File: src/rtl/ctb_pkg.sv
// ----------------------------------------------------------------------------
// ctb_pkg: shared types and constants of the tonal color balance block
// Register indexes, tone weight bundle and fixed-point ramp constants.
// ----------------------------------------------------------------------------
package ctb_pkg;

  typedef enum logic [1:0] {
    CFG_RED   = 2'd0,
    CFG_GREEN = 2'd1,
    CFG_BLUE  = 2'd2,
    CFG_KEEP  = 2'd3
  } cfg_idx_e;

  localparam int unsigned CORR_W = 48;
  localparam int unsigned WGT_W  = 17;

  typedef logic [CORR_W-1:0] corr_t;

  typedef struct packed {
    logic [WGT_W-1:0] ws;
    logic [WGT_W-1:0] wm;
    logic [WGT_W-1:0] wh;
  } tone_w_t;

  localparam logic signed [19:0] SHADOW_EDGE = 20'sd120062;
  localparam logic signed [19:0] MID_LOW     = 20'sd54526;
  localparam logic signed [19:0] MID_HIGH    = 20'sd207618;
  localparam logic signed [19:0] HIGH_EDGE   = 20'sd142082;
  localparam logic signed [19:0] Q16_ONE     = 20'sd65536;
  localparam logic signed [16:0] SCALE_Q16   = 17'sd45875;

  function automatic logic [WGT_W-1:0] clamp_q16(input logic signed [19:0] v);
    logic [WGT_W-1:0] r;
    if (v < 20'sd0) begin
      r = '0;
    end else if (v > Q16_ONE) begin
      r = Q16_ONE[WGT_W-1:0];
    end else begin
      r = v[WGT_W-1:0];
    end
    return r;
  endfunction

endpackage

File: src/rtl/ctb_tone.sv
// ----------------------------------------------------------------------------
// ctb_tone: lightness and tone weights
// Three stages: max+min, scaled lightness, then shadow/midtone/highlight weights.
// ----------------------------------------------------------------------------
module ctb_tone #(
  parameter int unsigned CB = 16
) (
  input  logic               clk_i,
  input  logic               en_i,
  input  logic [2:0][CB-1:0] pix_i,
  output logic [2:0][CB-1:0] pix_o,
  output logic [CB:0]        s0_o,
  output ctb_pkg::tone_w_t   w_o
);
  import ctb_pkg::*;

  localparam int unsigned XW = 19;
  localparam int unsigned NW = CB + 18;
  localparam int unsigned UW = ((CB > 18) ? CB : 18) + 2;
  localparam logic [CB-1:0] M = '1;

  logic [CB-1:0]        mx, mn;
  logic [2:0][CB-1:0]   pa_q, pb_q, pc_q;
  logic [CB:0]          sa_q, sb_q, sc_q;
  logic [NW-1:0]        nn;
  logic [UW-1:0]        u;
  logic [XW-1:0]        xa, xb_q;
  logic signed [19:0]   xs;
  logic [WGT_W-1:0]     ma, mb;
  logic [2*WGT_W-1:0]   mp;
  tone_w_t              w_d, w_q;

  always_comb begin
    mx = pix_i[0];
    mn = pix_i[0];
    for (int i = 1; i < 3; i++) begin
      if (pix_i[i] > mx) mx = pix_i[i];
      if (pix_i[i] < mn) mn = pix_i[i];
    end
  end

  always_comb begin
    nn = {sa_q, 17'd0} + NW'(M >> 1);
    u  = UW'(nn[NW-1:CB]) + UW'(nn[CB-1:0]);
    xa = XW'(nn[NW-1:CB]);
    for (int k = 0; k < 2; k++) begin
      xa = xa + XW'(u >> CB);
      u  = UW'(u >> CB) + UW'(u[CB-1:0]);
    end
    if (u >= UW'(M)) xa = xa + 1'b1;
  end

  always_comb begin
    xs     = $signed({1'b0, xb_q});
    ma     = clamp_q16(xs - MID_LOW);
    mb     = clamp_q16(MID_HIGH - xs);
    mp     = ma * mb;
    w_d.ws = clamp_q16(SHADOW_EDGE - xs);
    w_d.wm = WGT_W'((mp + (2*WGT_W)'(32768)) >> 16);
    w_d.wh = clamp_q16(xs - HIGH_EDGE);
  end

  always_ff @(posedge clk_i) begin
    if (en_i) begin
      pa_q <= pix_i;
      sa_q <= {1'b0, mx} + {1'b0, mn};
      pb_q <= pa_q;
      sb_q <= sa_q;
      xb_q <= xa;
      pc_q <= pb_q;
      sc_q <= sb_q;
      w_q  <= w_d;
    end
  end

  assign pix_o = pc_q;
  assign s0_o  = sc_q;
  assign w_o   = w_q;

endmodule

File: config.mk
export PLATFORM = sky130hd
export DESIGN_NAME = ctb_tone
export DESIGN_NICKNAME = d
export VERILOG_FILES = /design/src/rtl/ctb_pkg.sv /design/src/rtl/ctb_tone.sv
export SDC_FILE = /design/constraint.sdc
export NUM_CORES = 1
export LEC_CHECK = 0
export BUFFER_PORTS_ARGS = -buffer_cell sky130_fd_sc_hd__buf_2
export CAP_MARGIN = 25
export CORE_MARGIN = 5
export CORE_UTILIZATION = 55
export CTS_CLUSTER_SIZE = 28
export DETAILED_ROUTE_END_ITERATION = 7
export PLACE_DENSITY = 0.75
export SYNTH_ARGS = -nofsm -noshare
export SYNTH_HDL_FRONTEND = slang
export SYNTH_SLANG_ARGS = --single-unit
File: constraint.sdc
create_clock -name clk_i -period 10.5 [get_ports clk_i]
set_clock_uncertainty 0.15 [all_clocks]
set_input_delay 1.05 -clock clk_i [delete_from_list [all_inputs] [get_ports clk_i]]
set_output_delay 1.05 -clock clk_i [all_outputs]
set_load 0.02 [all_outputs]
==> results.json <==
{
  "finalCriticalPeriod_ns": 9.935,
  "grt_max_degree": 98,
  "clk_latency_ns": 0.57,
  "p_leak_nw": 11.94,
  "routabilityCongestion": 0.9791,
  "cts_max_path_buffers": 3,
  "p_comb_frac": 0.668,
  "rsz0062_at_grt": "false",
  "finalHoldViolCount": 0,
  "finalSetupViolations": 0,
  "period_share": 0.9462,
  "cpMaxStageDelayCell": "edfxtp_1",
  "fin_util": 0.6272,
  "synth_area_um2": 22780,
  "viasPerCell": 5.499,
  "postCtsHoldBufs": 0,
  "synth_edf_count": 265,
  "cp_max_fo": 14,
  "die_area_um2": 45590,
  "syn_to_final_growth_pct": 12.68,
  "start_kind": "flop",
  "antenna_found_initial": 0,
  "rows": 74,
  "cp_num_buf_inv": 6,
  "wl_met2_um": 25780,
  "clock-root-buffer": "clkbuf_16",
  "path_depth": 31,
  "die_x_um": 213.5,
  "dr.pass1.iters": 5,
  "synth_top_area_share": 0.3493,
  "synthCells": 2118,
  "max_slew_margin": 0.3473,
  "maxClockFrequency_mhz": 100.7,
  "wl_met3_um": 3642,
  "detail_route.wl_per_cell_um": 18.33,
  "port_buffers": 165,
  "hp-class": "flop to flop",
  "drtAntennaViolNets": 0,
  "grt_first_pass_wirelength_um": 87690,
  "cp.required_ns": 10.66,
  "syn_avg_cell_area_um2": 10.76,
  "p_switching_w": 0.003949,
  "critPathKind": "flop to flop",
  "vias": 16240,
  "boundaryPins": 166,
  "fin_tns_setup_ns": 0,
  "powerDensity_nw_per_um2": 326.8,
  "stdcell_area_um2": 25670,
  "drive_gt1_frac": 0.1074,
  "ys_ff_latch": 265,
  "synth-main-ff-cell": "edfxtp_1",
  "nets": 2866,
  "tightest_slew_ns": 0.9790,
  "routed.top_layer": "met4",
  "arrival_ns": 10.09,
  "cts.sinks": 265,
  "yosysTopAreaCell": "edfxtp_1",
  "maxCapViolCount": 0,
  "initial_core_util": 0.5567,
  "die_h_um": 213.5,
  "coreArea_um2": 40920,
  "htreeDepth": 1,
  "grt_usage": 0.2426,
  "ys_async_sr_fraction": 0,
  "slowest_delay_ns": 0.62,
  "met1_length_um": 23190,
  "postPlaceCellArea_um2": 24660,
  "r2r_cells": 31,
  "remaining_drc_errors": 0,
  "slew_viol_final": 0,
  "drt-initial-drc-count": 1514,
  "internal_power_w": 0.004439,
  "crit_top_cell": "inv_1",
  "numCtsBuffers": 29,
  "p_sw_frac": 0.4708,
  "synthTopCellsByArea": "edfxtp_1 (35%), fa_1 (20%), ha_1 (11%)",
  "crit_family": "adder cells",
  "grt_pass1_vias": 16580,
  "path_clk_slew_ns": 0.06,
  "cp-end-kind": "flop",
  "drt_wl_total_um": 54130,
  "synthDistinctLibCells": 85,
  "power_frac_seq": 0.214,
  "yosys_warnings": 0,
  "yosysSeqAreaShare": 0.3493,
  "cts_tree": "yes",
  "status": "finished clean",
  "post-dp-hpwl_um": 43260,
  "peakVddDrop_mv": 0.6235,
  "holdPathStages": 0,
  "grt_overflow": 0,
  "clkPwrFrac": 0.119
}
power by group through the flow:
stage	clock [W]	combinational [W]	sequential [W]
4_1_cts	0.00102	0.00559	0.00179
2_1_floorplan	0	0.00420	0.00178
6_report	0.000995	0.00560	0.00179
3_3_place_gp	0	0.00538	0.00181
5_1_grt	0.00106	0.00636	0.00181
3_5_place_dp	0	0.00553	0.00181
metrics by stage:
| stage | worst slack [ns] | power, W | cells | hold slack (ns) |
|---|---|---|---|---|
| 6_report | 0.5654 | 0.008387 | 2953 | 0.2622 |
| 5_1_grt | 0.04417 | 0.009232 | 2952 | 0.2680 |
| 3_3_place_gp | 0.9052 | 0.007189 | 2893 | 0.2511 |
| 2_1_floorplan | 1.746 | 0.005982 | 2244 | 0.2503 |
| 3_5_place_dp | 0.5779 | 0.007344 | 2893 | 0.2545 |
| 4_1_cts | 0.5209 | 0.008399 | 2946 | 0.2628 |
area by class of cell:
| type | count | area, um2 |
|---|---|---|
| Sequential cell | 265 | 7958 |
| Antenna cell | 1 | 2.502 |
| Clock buffer | 34 | 744.5 |
| Clock inverter | 19 | 185.2 |
| Inverter | 387 | 1453 |
| Fill cell | 3307 | 15260 |
| Tap cell | 532 | 665.6 |
| Multi-Input combinational cell | 1524 | 13610 |
| Timing Repair Buffer | 191 | 1051 |
cell families (layout without fill, tap and decap cells):
logic type / Yosys count / after routing / share of synthesized area
flops: 265 / 265 / 0.3493
xor+xnor: 111 / 111 / 0.04350
mux: 69 / 69 / 0.03054
compound gates: 271 / 271 / 0.08068
fa+ha+maj: 418 / 418 / 0.3041
buf+inv: 455 / 631 / 0.07574
other cells: 2 / 129 / 0.0003297
simple gates: 527 / 527 / 0.1158
worst register-to-register path, delay by kind of cell (launching register included):
kind	cells	cell delay, ns
AOI/OAI and AO/OA	9	3.35
xor gates and xnor gates	1	0.12
DFF	1	0.62
buffers and inverters	6	0.54
and+or+nand+nor	7	1.28
adders and majority gates	8	3.63
placed cells by master (no fill, tap or decap), drive strengths merged, types with 29 or more instances in the layout:
master | synthesis | final
a21o | 29 | 29
a21oi | 63 | 63
and3 | 35 | 35
buf | 13 | 191
clkbuf | 55 | 34
conb | 2 | 128
edfxtp | 265 | 265
fa | 226 | 226
ha | 192 | 192
inv | 385 | 392
mux2i | 65 | 65
nand2 | 104 | 104
nand3 | 52 | 52
nor2 | 153 | 153
nor3 | 36 | 36
o21ai | 61 | 61
xnor2 | 83 | 83
routing by layer:
metal | up-vias | global-route usage
met2 | 540 | 0.3991
met4 | 0 | 0.06404
li1 | 7596 | -
met3 | 94 | 0.03424
met5 | - | 0
met1 | 8010 | 0.3442
path summary, 6_finish.rpt:
path / startpoint / slack (ns) / end
setup / recovery: xb_q[2] / 0.57 / w_o[33]
hold / removal: sb_q[6] / 0.26 / s0_o[6]
setup reg to reg: xb_q[2] / 0.57 / w_o[33]
hold reg to reg: sb_q[6] / 0.26 / s0_o[6]
sequential cells by signal, indices dropped and copies added, names as in the netlist:
| name | count |
|---|---|
| pa_q | 48 |
| pb_q | 48 |
| pix_o | 48 |
| s0_o | 17 |
| sa_q | 17 |
| sb_q | 17 |
| w_o | 51 |
| xb_q | 19 |
Yosys cell counts, drive strengths merged (12+ instances only):
| cell | instances |
|---|---|
| xor2 | 28 |
| nand3 | 52 |
| or3 | 13 |
| a21oi | 63 |
| and2 | 20 |
| o21ai | 61 |
| nor2b | 22 |
| buf | 13 |
| inv | 385 |
| o21a | 13 |
| nand2 | 104 |
| nor2 | 153 |
| ha | 192 |
| and3 | 35 |
| nand2b | 20 |
| xnor2 | 83 |
| nand4 | 22 |
| fa | 226 |
| edfxtp | 265 |
| mux2i | 65 |
| nor4 | 12 |
| clkbuf | 55 |
| nor3 | 36 |
| a21o | 29 |
timing repair:
item                                    in CTS  in global routing
gates resized for setup                      0                  2
hold endpoints to repair                     0                  0
endpoints found under the setup margin       0                  3
buffers inserted                             0                  5
Note: power is estimated with default switching activity, not from simulation.
